===== config.mk =====
export PLATFORM = sky130hd
export DESIGN_NAME = adaptive_level_scalar_quantizer_core
export DESIGN_NICKNAME = d
export VERILOG_FILES = /design/src/hw/rtl/alsq_pkg.sv /design/src/hw/rtl/adaptive_level_scalar_quantizer_core.sv /design/src/hw/rtl/alsq_div.sv /design/src/hw/rtl/alsq_group_counts.sv
export SDC_FILE = /design/constraint.sdc
export NUM_CORES = 2
export LEC_CHECK = 0
export BUFFER_PORTS_ARGS = -buffer_cell sky130_fd_sc_hd__buf_2
export CAP_MARGIN = 20
export CELL_PAD_IN_SITES_DETAIL_PLACEMENT = 0
export CELL_PAD_IN_SITES_GLOBAL_PLACEMENT = 1
export CORE_ASPECT_RATIO = 1.25
export CORE_UTILIZATION = 40
export CTS_CLUSTER_SIZE = 28
export DETAILED_ROUTE_END_ITERATION = 12
export GPL_TIMING_DRIVEN = 0
export MAX_ROUTING_LAYER = met4
export PLACE_DENSITY_LB_ADDON = 0.08
export SKIP_LAST_GASP = 1
export SLEW_MARGIN = 10
export SYNTH_ARGS = -nofsm -noshare
export SYNTH_HDL_FRONTEND = slang
export SYNTH_SLANG_ARGS = --single-unit

===== constraint.sdc =====
create_clock -name i_clk -period 8.5 [get_ports i_clk]
set_clock_uncertainty 0.1 [all_clocks]
set_input_delay 0.85 -clock i_clk [delete_from_list [all_inputs] [get_ports i_clk]]
set_output_delay 0.85 -clock i_clk [all_outputs]
set_load 0.1 [all_outputs]

===== src/hw/rtl/alsq_pkg.sv =====
// alsq_pkg: shared types, codes and constants of the adaptive level scalar quantizer
// used by every rtl file of the block; depends on nothing
package alsq_pkg;

    localparam int NUM_GROUPS_DEF = 8;          // groups carried in one activity word
    localparam int MAX_GROUPS     = 8;
    localparam int ACT_W          = 16;
    localparam int VAL_W          = 32;         // q31 latent and range width
    localparam int CNT_W          = 9;          // saturating per-level counter
    localparam int NUM_ACT_LVL    = 3;          // activity levels that are counted
    localparam int Q_SHIFT        = 31;
    localparam int LCNT_W         = 6;          // width of the largest level count (32)
    localparam int DVD_W          = LCNT_W + Q_SHIFT;   // dividend width, level count << 31
    localparam int DIV_CNT_W      = $clog2(DVD_W);
    localparam int PROD_W         = 2 * (VAL_W - 1);
    localparam int SYM_W          = 5;
    localparam int S_DATA_W       = 48;         // activity word + latent value
    localparam int M_DATA_W       = 24;         // level index + symbol + summary, byte padded
    localparam int CFG_ADDR_W     = 2;

    localparam logic [CNT_W-1:0] CNT_SAT     = '1;
    localparam logic [1:0]       ACT_UNKNOWN = 2'd3;

    // item kinds, shared by input op and output kind
    typedef enum logic [1:0] {
        OP_HDR = 2'd0,
        OP_VAL = 2'd1,
        OP_EOF = 2'd2,
        OP_RSV = 2'd3
    } t_op;

    // level index codes
    localparam logic [1:0] LVL_2  = 2'd0;
    localparam logic [1:0] LVL_3  = 2'd1;
    localparam logic [1:0] LVL_5  = 2'd2;
    localparam logic [1:0] LVL_32 = 2'd3;

    // configuration register indexes
    localparam logic [CFG_ADDR_W-1:0] REG_RANGE_MIN = 2'd0;
    localparam logic [CFG_ADDR_W-1:0] REG_RANGE_MAX = 2'd1;
    localparam logic [CFG_ADDR_W-1:0] REG_CLINICAL  = 2'd2;

    localparam logic [VAL_W-1:0] RANGE_MIN_RST = 32'hC000_0000;
    localparam logic [VAL_W-1:0] RANGE_MAX_RST = 32'h4000_0000;

    typedef enum logic [2:0] {
        ST_IDLE,
        ST_DIV,
        ST_MUL,
        ST_CLMP,
        ST_FIN
    } t_state;

    // control from the sequencer to the group counters
    typedef struct packed {
        logic hdr;
        logic eof;
    } t_cnt_ctrl;

    // request to the shared divider
    typedef struct packed {
        logic             start;
        logic [DVD_W-1:0] dividend;
        logic [VAL_W-1:0] divisor;
    } t_div_req;

    function automatic logic [LCNT_W-1:0] level_count(input logic [1:0] idx);
        logic [LCNT_W-1:0] res;
        unique case (idx)
            LVL_2:   res = 6'd2;
            LVL_3:   res = 6'd3;
            LVL_5:   res = 6'd5;
            default: res = 6'd32;
        endcase
        return res;
    endfunction

    // largest bin for a level index
    function automatic logic [SYM_W-1:0] level_top(input logic [1:0] idx);
        logic [SYM_W-1:0] res;
        unique case (idx)
            LVL_2:   res = 5'd1;
            LVL_3:   res = 5'd2;
            LVL_5:   res = 5'd4;
            default: res = 5'd31;
        endcase
        return res;
    endfunction

endpackage


===== src/hw/rtl/adaptive_level_scalar_quantizer_core.sv =====
// adaptive_level_scalar_quantizer_core: top level of the adaptive level scalar quantizer
// depends on alsq_pkg, alsq_div and alsq_group_counts
//
// takes one item at a time from a stream port and returns exactly one result item for it.
// a timestep header picks the level count from the largest group activity level
// (clinical mode forces 32 levels) and derives the bin scale (level count << 31) / range
// on a bit-serial restoring divider: 37 subtract steps, one quotient bit per cycle. a latent
// value passes through accept, one 31 x 31 multiply, clamp and result, with the multiplier
// and the clamp registered. an end of frame or a reserved op goes from accept straight to
// the result stage. s_axis_tready is high only while no item is in work; a finished result
// waits in the output register, and the next item can be accepted while that result is
// still held. configuration is to be written through the plain write port only while the
// block is idle; the block itself does not enforce it. index 3 is ignored.
module adaptive_level_scalar_quantizer_core import alsq_pkg::*; #(
    parameter int NUM_GROUPS = NUM_GROUPS_DEF
) (
    input  logic                  i_clk,
    input  logic                  i_rst_n,
    // configuration write port
    input  logic                  i_cfg_we,
    input  logic [CFG_ADDR_W-1:0] i_cfg_addr,
    input  logic [VAL_W-1:0]      i_cfg_wdata,
    // input items
    input  logic                  s_axis_tvalid,
    output logic                  s_axis_tready,
    input  logic [S_DATA_W-1:0]   s_axis_tdata,   // activity_word[15:0], latent_value[47:16]
    input  logic [1:0]            s_axis_tuser,   // op[1:0]
    // result items
    output logic                  m_axis_tvalid,
    input  logic                  m_axis_tready,
    output logic [M_DATA_W-1:0]   m_axis_tdata,   // level_index[1:0], symbol[6:2],
                                                  // group_summary[22:7], zero[23]
    output logic [1:0]            m_axis_tuser    // kind[1:0]
);

    // configuration registers
    logic [VAL_W-1:0]  r_min;
    logic [VAL_W-1:0]  r_max;
    logic              r_clin;

    // sequencer and item state
    t_state            r_state;
    t_state            n_state;
    logic [1:0]        r_cur_lvl;       // level index in force
    logic [VAL_W-1:0]  r_inv;           // bin scale in force
    logic [1:0]        r_kind;
    logic [1:0]        r_lvl_out;
    logic [SYM_W-1:0]  r_sym;
    logic [ACT_W-1:0]  r_sum;
    logic [VAL_W-2:0]  r_diff;          // value above range_min, floored at 0
    logic [PROD_W-1:0] r_prod;

    // output register
    logic              r_m_valid;
    logic [1:0]        r_m_kind;
    logic [M_DATA_W-1:0] r_m_data;

    logic              w_accept;
    logic              w_out_load;
    t_op               w_op;
    logic [ACT_W-1:0]  w_act;
    logic [VAL_W-1:0]  w_val;
    logic [1:0]        w_max_act;
    logic [1:0]        w_new_lvl;
    logic [VAL_W:0]    w_range;
    logic [VAL_W-1:0]  w_divisor;
    logic [VAL_W-1:0]  w_shift;
    logic [VAL_W-2:0]  w_bin;
    logic [SYM_W-1:0]  w_top;
    logic [ACT_W-1:0]  w_summary;
    logic              w_div_done;
    logic [VAL_W-1:0]  w_quotient;
    t_div_req          w_div_req;
    t_cnt_ctrl         w_cnt_ctrl;

    assign w_op  = t_op'(s_axis_tuser);
    assign w_act = s_axis_tdata[ACT_W-1:0];
    assign w_val = s_axis_tdata[ACT_W +: VAL_W];

    // configuration writes
    always_ff @(posedge i_clk) begin
        if (!i_rst_n) begin
            r_min  <= RANGE_MIN_RST;
            r_max  <= RANGE_MAX_RST;
            r_clin <= 1'b0;
        end else if (i_cfg_we) begin
            unique case (i_cfg_addr)
                REG_RANGE_MIN: r_min  <= i_cfg_wdata;
                REG_RANGE_MAX: r_max  <= i_cfg_wdata;
                REG_CLINICAL:  r_clin <= i_cfg_wdata[0];
                default: ;
            endcase
        end
    end

    // header: largest activity level, an unknown level maps to two levels
    always_comb begin
        w_max_act = 2'd0;
        for (int g = 0; g < NUM_GROUPS; g++) begin
            if (w_act[2*g +: 2] > w_max_act) begin
                w_max_act = w_act[2*g +: 2];
            end
        end
    end

    assign w_new_lvl = r_clin ? LVL_32 : ((w_max_act == ACT_UNKNOWN) ? LVL_2 : w_max_act);

    // range in 33 bits, empty or inverted range counts as 1
    assign w_range   = {r_max[VAL_W-1], r_max} - {r_min[VAL_W-1], r_min};
    assign w_divisor = (w_range[VAL_W] || w_range == '0) ? VAL_W'(1) : w_range[VAL_W-1:0];

    // value: wrapped difference, negative floored at 0
    assign w_shift = w_val - r_min;

    // clamp of the product's bin to the largest bin of the level in force
    assign w_bin = r_prod[PROD_W-1:Q_SHIFT];
    assign w_top = level_top(r_cur_lvl);

    // sequencer: next state
    always_comb begin
        n_state = r_state;
        unique case (r_state)
            ST_IDLE: begin
                if (w_accept) begin
                    unique case (w_op)
                        OP_HDR:  n_state = ST_DIV;
                        OP_VAL:  n_state = ST_MUL;
                        default: n_state = ST_FIN;
                    endcase
                end
            end
            ST_DIV: begin
                if (w_div_done) begin
                    n_state = ST_FIN;
                end
            end
            ST_MUL:  n_state = ST_CLMP;
            ST_CLMP: n_state = ST_FIN;
            ST_FIN: begin
                if (w_out_load) begin
                    n_state = ST_IDLE;
                end
            end
            default: n_state = ST_IDLE;
        endcase
    end

    // sequencer: outputs
    always_comb begin
        s_axis_tready      = (r_state == ST_IDLE);
        w_accept           = s_axis_tvalid && (r_state == ST_IDLE);
        w_out_load         = (r_state == ST_FIN) && (!r_m_valid || m_axis_tready);
        w_div_req.start    = w_accept && (w_op == OP_HDR);
        w_div_req.dividend = {level_count(w_new_lvl), Q_SHIFT'(0)};
        w_div_req.divisor  = w_divisor;
        w_cnt_ctrl.hdr     = w_accept && (w_op == OP_HDR);
        w_cnt_ctrl.eof     = w_accept && (w_op == OP_EOF);
    end

    always_ff @(posedge i_clk) begin
        if (!i_rst_n) begin
            r_state   <= ST_IDLE;
            r_cur_lvl <= LVL_2;
            r_inv     <= '0;
            r_m_valid <= 1'b0;
        end else begin
            r_state <= n_state;
            if (w_cnt_ctrl.hdr) begin
                r_cur_lvl <= w_new_lvl;
            end
            if (w_div_done) begin
                r_inv <= w_quotient;
            end
            if (w_out_load) begin
                r_m_valid <= 1'b1;
            end else if (m_axis_tready) begin
                r_m_valid <= 1'b0;
            end
        end
    end

    // item payload
    always_ff @(posedge i_clk) begin
        if (w_accept) begin
            r_kind    <= s_axis_tuser;
            r_lvl_out <= (w_op == OP_HDR) ? w_new_lvl : r_cur_lvl;
            r_sum     <= (w_op == OP_EOF) ? w_summary : '0;
            r_sym     <= '0;
            r_diff    <= w_shift[VAL_W-1] ? '0 : w_shift[VAL_W-2:0];
        end
        if (r_state == ST_MUL) begin
            // a negative scale gives bin 0
            r_prod <= r_inv[VAL_W-1] ? '0 : r_diff * r_inv[VAL_W-2:0];
        end
        if (r_state == ST_CLMP) begin
            r_sym <= (w_bin > {{(VAL_W-1-SYM_W){1'b0}}, w_top}) ? w_top : w_bin[SYM_W-1:0];
        end
        if (w_out_load) begin
            r_m_kind <= r_kind;
            r_m_data <= {1'b0, r_sum, r_sym, r_lvl_out};
        end
    end

    assign m_axis_tvalid = r_m_valid;
    assign m_axis_tdata  = r_m_data;
    assign m_axis_tuser  = r_m_kind;

    alsq_div u_div (
        .i_clk      (i_clk),
        .i_rst_n    (i_rst_n),
        .i_req      (w_div_req),
        .o_done     (w_div_done),
        .o_quotient (w_quotient)
    );

    alsq_group_counts #(
        .NUM_GROUPS (NUM_GROUPS)
    ) u_counts (
        .i_clk     (i_clk),
        .i_rst_n   (i_rst_n),
        .i_ctrl    (w_cnt_ctrl),
        .i_act     (w_act),
        .o_summary (w_summary)
    );

    // a header item always goes to the divider
    a_hdr_div: assert property (@(posedge i_clk) disable iff (!i_rst_n)
        w_cnt_ctrl.hdr |=> r_state == ST_DIV)
        else $error("header item did not start the divider");

    // the divider only finishes while the sequencer waits on it
    a_div_owner: assert property (@(posedge i_clk) disable iff (!i_rst_n)
        w_div_done |-> r_state == ST_DIV)
        else $error("divider finished outside the divide state");

    // only latent value results carry a symbol
    a_sym_zero: assert property (@(posedge i_clk) disable iff (!i_rst_n)
        m_axis_tvalid && m_axis_tuser != OP_VAL |-> m_axis_tdata[6:2] == '0)
        else $error("symbol on a result that is not a latent value");

    // symbol never leaves the bins of the reported level
    a_sym_range: assert property (@(posedge i_clk) disable iff (!i_rst_n)
        m_axis_tvalid && m_axis_tuser == OP_VAL
            |-> m_axis_tdata[6:2] <= level_top(m_axis_tdata[1:0]))
        else $error("symbol beyond the largest bin of its level");

    // only an end of frame carries a summary
    a_sum_zero: assert property (@(posedge i_clk) disable iff (!i_rst_n)
        m_axis_tvalid && m_axis_tuser != OP_EOF |-> m_axis_tdata[22:7] == '0)
        else $error("summary on a result that is not an end of frame");

endmodule


===== src/hw/rtl/alsq_div.sv =====
// alsq_div: bit-serial restoring divider, one quotient bit per cycle
// depends on alsq_pkg
module alsq_div import alsq_pkg::*; (
    input  logic             i_clk,
    input  logic             i_rst_n,
    input  t_div_req         i_req,
    output logic             o_done,
    output logic [VAL_W-1:0] o_quotient
);

    logic                 r_busy;
    logic                 r_done;
    logic [DIV_CNT_W-1:0] r_cnt;
    logic [DVD_W-1:0]     r_dvd;
    logic [VAL_W-1:0]     r_dvs;
    logic [VAL_W-1:0]     r_rem;
    logic [VAL_W-1:0]     r_quo;

    logic [VAL_W:0]       w_trial;
    logic [VAL_W:0]       w_diff;
    logic                 w_ge;

    // one shared subtract and compare per step
    assign w_trial = {r_rem, r_dvd[DVD_W-1]};
    assign w_diff  = w_trial - {1'b0, r_dvs};
    assign w_ge    = ~w_diff[VAL_W];

    always_ff @(posedge i_clk) begin
        if (!i_rst_n) begin
            r_busy <= 1'b0;
            r_done <= 1'b0;
            r_cnt  <= '0;
        end else begin
            r_done <= 1'b0;
            if (i_req.start) begin
                r_busy <= 1'b1;
                r_cnt  <= DIV_CNT_W'(DVD_W - 1);
            end else if (r_busy) begin
                if (r_cnt == '0) begin
                    r_busy <= 1'b0;
                    r_done <= 1'b1;
                end else begin
                    r_cnt <= r_cnt - 1'b1;
                end
            end
        end
    end

    always_ff @(posedge i_clk) begin
        if (i_req.start) begin
            r_dvd <= i_req.dividend;
            r_dvs <= i_req.divisor;
            r_rem <= '0;
            r_quo <= '0;
        end else if (r_busy) begin
            r_dvd <= {r_dvd[DVD_W-2:0], 1'b0};
            r_rem <= w_ge ? w_diff[VAL_W-1:0] : w_trial[VAL_W-1:0];
            // upper quotient bits fall off, only the low word is kept
            r_quo <= {r_quo[VAL_W-2:0], w_ge};
        end
    end

    assign o_done     = r_done;
    assign o_quotient = r_quo;

endmodule


===== src/hw/rtl/alsq_group_counts.sv =====
// alsq_group_counts: saturating per-group activity level counters and frame summary
// depends on alsq_pkg
module alsq_group_counts import alsq_pkg::*; #(
    parameter int NUM_GROUPS = NUM_GROUPS_DEF
) (
    input  logic             i_clk,
    input  logic             i_rst_n,
    input  t_cnt_ctrl        i_ctrl,
    input  logic [ACT_W-1:0] i_act,
    output logic [ACT_W-1:0] o_summary
);

    logic [CNT_W-1:0] r_cnt [NUM_GROUPS][NUM_ACT_LVL];

    always_ff @(posedge i_clk) begin
        if (!i_rst_n) begin
            for (int g = 0; g < NUM_GROUPS; g++) begin
                for (int l = 0; l < NUM_ACT_LVL; l++) begin
                    r_cnt[g][l] <= '0;
                end
            end
        end else if (i_ctrl.eof) begin
            for (int g = 0; g < NUM_GROUPS; g++) begin
                for (int l = 0; l < NUM_ACT_LVL; l++) begin
                    r_cnt[g][l] <= '0;
                end
            end
        end else if (i_ctrl.hdr) begin
            for (int g = 0; g < NUM_GROUPS; g++) begin
                for (int l = 0; l < NUM_ACT_LVL; l++) begin
                    if (i_act[2*g +: 2] == 2'(l) && r_cnt[g][l] != CNT_SAT) begin
                        r_cnt[g][l] <= r_cnt[g][l] + 1'b1;
                    end
                end
            end
        end
    end

    // most frequent level per group, ties to the lower level
    always_comb begin
        logic [1:0]       best;
        logic [CNT_W-1:0] best_cnt;
        o_summary = '0;
        for (int g = 0; g < NUM_GROUPS; g++) begin
            best     = 2'd0;
            best_cnt = r_cnt[g][0];
            if (r_cnt[g][1] > best_cnt) begin
                best     = 2'd1;
                best_cnt = r_cnt[g][1];
            end
            if (r_cnt[g][2] > best_cnt) begin
                best = 2'd2;
            end
            o_summary[2*g +: 2] = best;
        end
    end

endmodule


==> impl_results.md <==
- Status: finished, violations left
- Failing checks: DRC
- Setup TNS: 0 ns
- Register area: 14550 sq um
- Core ar.: 154500 sq um
- Tot GR Track Use: 27.11%
- Final worst-path cycle share: 98.04%
- Final Slew Violations: 0
- Post-synth top area share: 26.92%
- CTS Buffer Depth: 3
- Crit Path Category: register to register
- Internal reg-to-reg setup slack: 0.17 ns
- Placed Instance Area: 65910 sq um
- Synth area leaders: fa_1 27%, edfxtp_1 18%, ha_1 12%, inv_1 6.9%, nand2_1 6.4%
- Adder-cell share of the synthesized area: 38.43%
- Worst hold path class: register to register
- Area of the multi-input gates: 42940 sq um
- Initial core utilization: 40.39%
- Max rail drop VDD: 0.2283 mV
- Wirelength per Cell: 22.57 microns
- Hold-fix buffers at CTS: 0
- Clk Latency, worst-skew pair: 0.64 ns
- Chip Width: 355.3 microns
- FF-to-FF Start: r_diff[8]
- Simple-Gate Fraction of Synth Area: 16.44%
- Worst reg2reg endpoint: r_prod[56]
- Most used DFF post-synth: edfxtp_1
- Hold path endpoint: m_axis_tdata[6]
- Hold_sp: r_sym[4]
- Yosys warns: 0
- TritonCTS Buffers: 58
- CP most frequent cell: fa_1
- Worst-Margin Slew: 1.040 ns
- Leading area contributor after synthesis: fa_1
- Remaining global-route overflow: 0
- Initial DRC Count: 2570
- Worst Setup Slack, final: 0.1664 ns
- Final Hold Slack: 0.3207 ns
- Vias/cell: 5.154
- DRC: 10
- Post-Syn Area: 62400 sq um
- Drt pass-1 iters: 10
- Pwr Total: 10.47 mW
- Share of layout cells above drive strength 1: 8.537%
- Seq/Total Area, Yosys: 23.23%
- Clk sinks: 541
- Post-Synth XOR/XNOR Area: 3.379%
- Worst setup EP type: register
- Mapped Avg Cell Area: 9.236 sq um
- Ys async rst share: 0%
- # port buffers: 114
- Placer Congestion: 0.9732
- DR vias: 46982
- EDFF count, synth: 366
- Die Height: 443.6 microns
- CTS Root Cell: clkbuf_16
- Worst-path maximum fanout: 6
- Power Dens Cells: 150.4 nW/um^2
- First-pass GRT wire length: 309700 microns
- Rows: 161
- Post-synthesis mux area share: 2.262%
- Count of cell types in the netlist: 86
- Total of max-cap violations: 0
- CP max-delay cell: fa_1
- Area Growth Syn to Fin: 11.52%
- Worst EP required: 8.75 ns
- Synth Register Bits: 541
- Fin area: 69590 sq um
- FF-to-FF path depth: 31
- WL final: 205700 microns
- Arrival @ worst endpoint: 8.58 ns
- H-tree depth: 2
- Most frequent cells in the layout: 1137 x inv_1, 1052 x nand2_1, 826 x fa_1
- Largest family of logic cells by synthesized area: adder cells
- Vias in the first global route: 49445
- DRT antenna net count: 0
- Top Ports: 117
- Finish-stage setup viols: 0
- Critical Path Max Stage Delay: 0.59 ns
- Fmax: 0.1200 GHz
- Layout Nets: 8515
- Tmin final: 8.334 ns
- Leakage: 30.69 nW
- Worst Hold Depth: 0
- Synth Area in Compound Gates: 7.549%
- Setup crit start kind: register
- Fillers: 15239
- CTS tree: yes
- Mapped Cells: 6756
- DP HPWL: 168200 microns
- Worst-path clk slew: 0.06 ns
- Initial antenna violation count: 16
- Unrepaired setup endpoints after global routing: yes
- Final Hold Fails: 0
- Relative slew slack: 30.65%
- Place WS: -2.407 ns
- Commonest non-fill, non-tap cell in the layout: inv_1
- Syn Nets: 8258
- Pin count of the biggest net entering global routing: 35
- DIE AREA: 157600 sq um
[worst max path at each step]
| stage | end | start | slack, ns |
|---|---|---|---|
| after floorplan | u_div.r_dvd[32] | s_axis_tdata[1] | 0.81 |
| after global placement | r_prod[56] | r_diff[21] | -2.59 |
| after detailed placement | r_prod[56] | r_diff[19] | -2.41 |
| after CTS | r_prod[56] | r_diff[21] | -0.005 |
| after global routing | u_div.r_dvd[32] | s_axis_tdata[1] | -0.15 |
| final | r_prod[56] | r_diff[8] | 0.17 |
[power breakdown]
group	switching [mW]	internal (mW)
Combinational	2.82	1.39
Clock	1.15	1.49
Sequential	0.346	3.27
Total	4.32	6.15
[cell usage after synthesis, types with 19 or more instances]
cell type  number
a21boi_0       74
a21o_1         50
a21oi_1       205
and2_1        211
and3_1         36
clkbuf_1      281
dfxtp_1       175
edfxtp_1      366
fa_1          839
ha_1          574
inv_1        1143
mux2i_1       132
nand2_1      1058
nand2b_1       54
nand3_1       103
nand4_1        57
nor2_1        469
nor2b_1       124
nor3_1         49
o21a_1         62
o21ai_0       143
o21bai_1       19
xnor2_1       137
xor2_1        100
[registers in the layout, summed over array words and instances (netlist names), 2 cells and up]
signal,flops
u_div.r_dvd,6
r_diff,31
u_div.r_cnt,6
u_div.o_quotient,32
r_sum,16
u_counts.r_cnt,216
r_state,3
r_sym,5
u_div.r_dvs,32
r_prod,31
r_cur_lvl,2
r_kind,2
r_max,32
r_inv,32
r_lvl_out,2
m_axis_tdata,23
r_min,32
m_axis_tuser,2
u_div.r_rem,32
[metrics by stage]
step / utilization [%] / cells
floorplan: - / 6756
global placement: 42.40 / 8907
detailed placement: 42.66 / 8933
CTS: 44.48 / 9067
global route: 45.04 / 9114
finish: 45.04 / 9116
[critical path: cells and delay by family, from the launching register on]
| family | cells | cell delay (ns) |
|---|---|---|
| fa+ha+maj | 9 | 4.28 |
| flops | 1 | 0.49 |
| buf+inv | 10 | 0.82 |
| compound gates | 6 | 1.32 |
| simple gates | 6 | 1.01 |
[area by class of cell]
cell class | count | area share, %
Clock inverter | 47 | 0.6599
Inverter | 1144 | 6.174
Antenna cell | 16 | 0.05754
Sequential cell | 541 | 20.91
Tap cell | 2037 | 3.663
Timing Repair Buffer | 200 | 2.055
Multi-Input combinational cell | 4773 | 61.71
Buffer | 295 | 2.634
Clock buffer | 63 | 2.143
[cells by family (layout without fill, tap and decap cells)]
| group | count (synthesis) | after routing |
|---|---|---|
| XOR/XNOR | 239 | 239 |
| AO/OA/AOI/OAI | 720 | 720 |
| AND/OR/NAND/NOR | 2260 | 2260 |
| flip-flops | 541 | 541 |
| buffers and inverters | 1442 | 1749 |
| multiplexers | 140 | 140 |
| adder cells (fa/ha/maj) | 1413 | 1413 |
| other | 1 | 17 |
[per-layer routing]
metal	part of all wire (%)	vias up	track usage [%]
met5	0	-	-
met4	6.0	0	13.70
met3	4.4	381	2.976
met2	49	1057	45.67
met1	40	23517	31.98
li1	-	22027	-
[what timing repair did]
action                                 in CTS  in global routing
endpoints found under the hold margin       0                  0
cloned                                      0                  4
pin swaps                                  12                 40
setup endpoints to repair                  32                 27
resized for setup                         251                316
setup buffers                              25                 32
No activity file was read; power rests on OpenSTA's default activity.
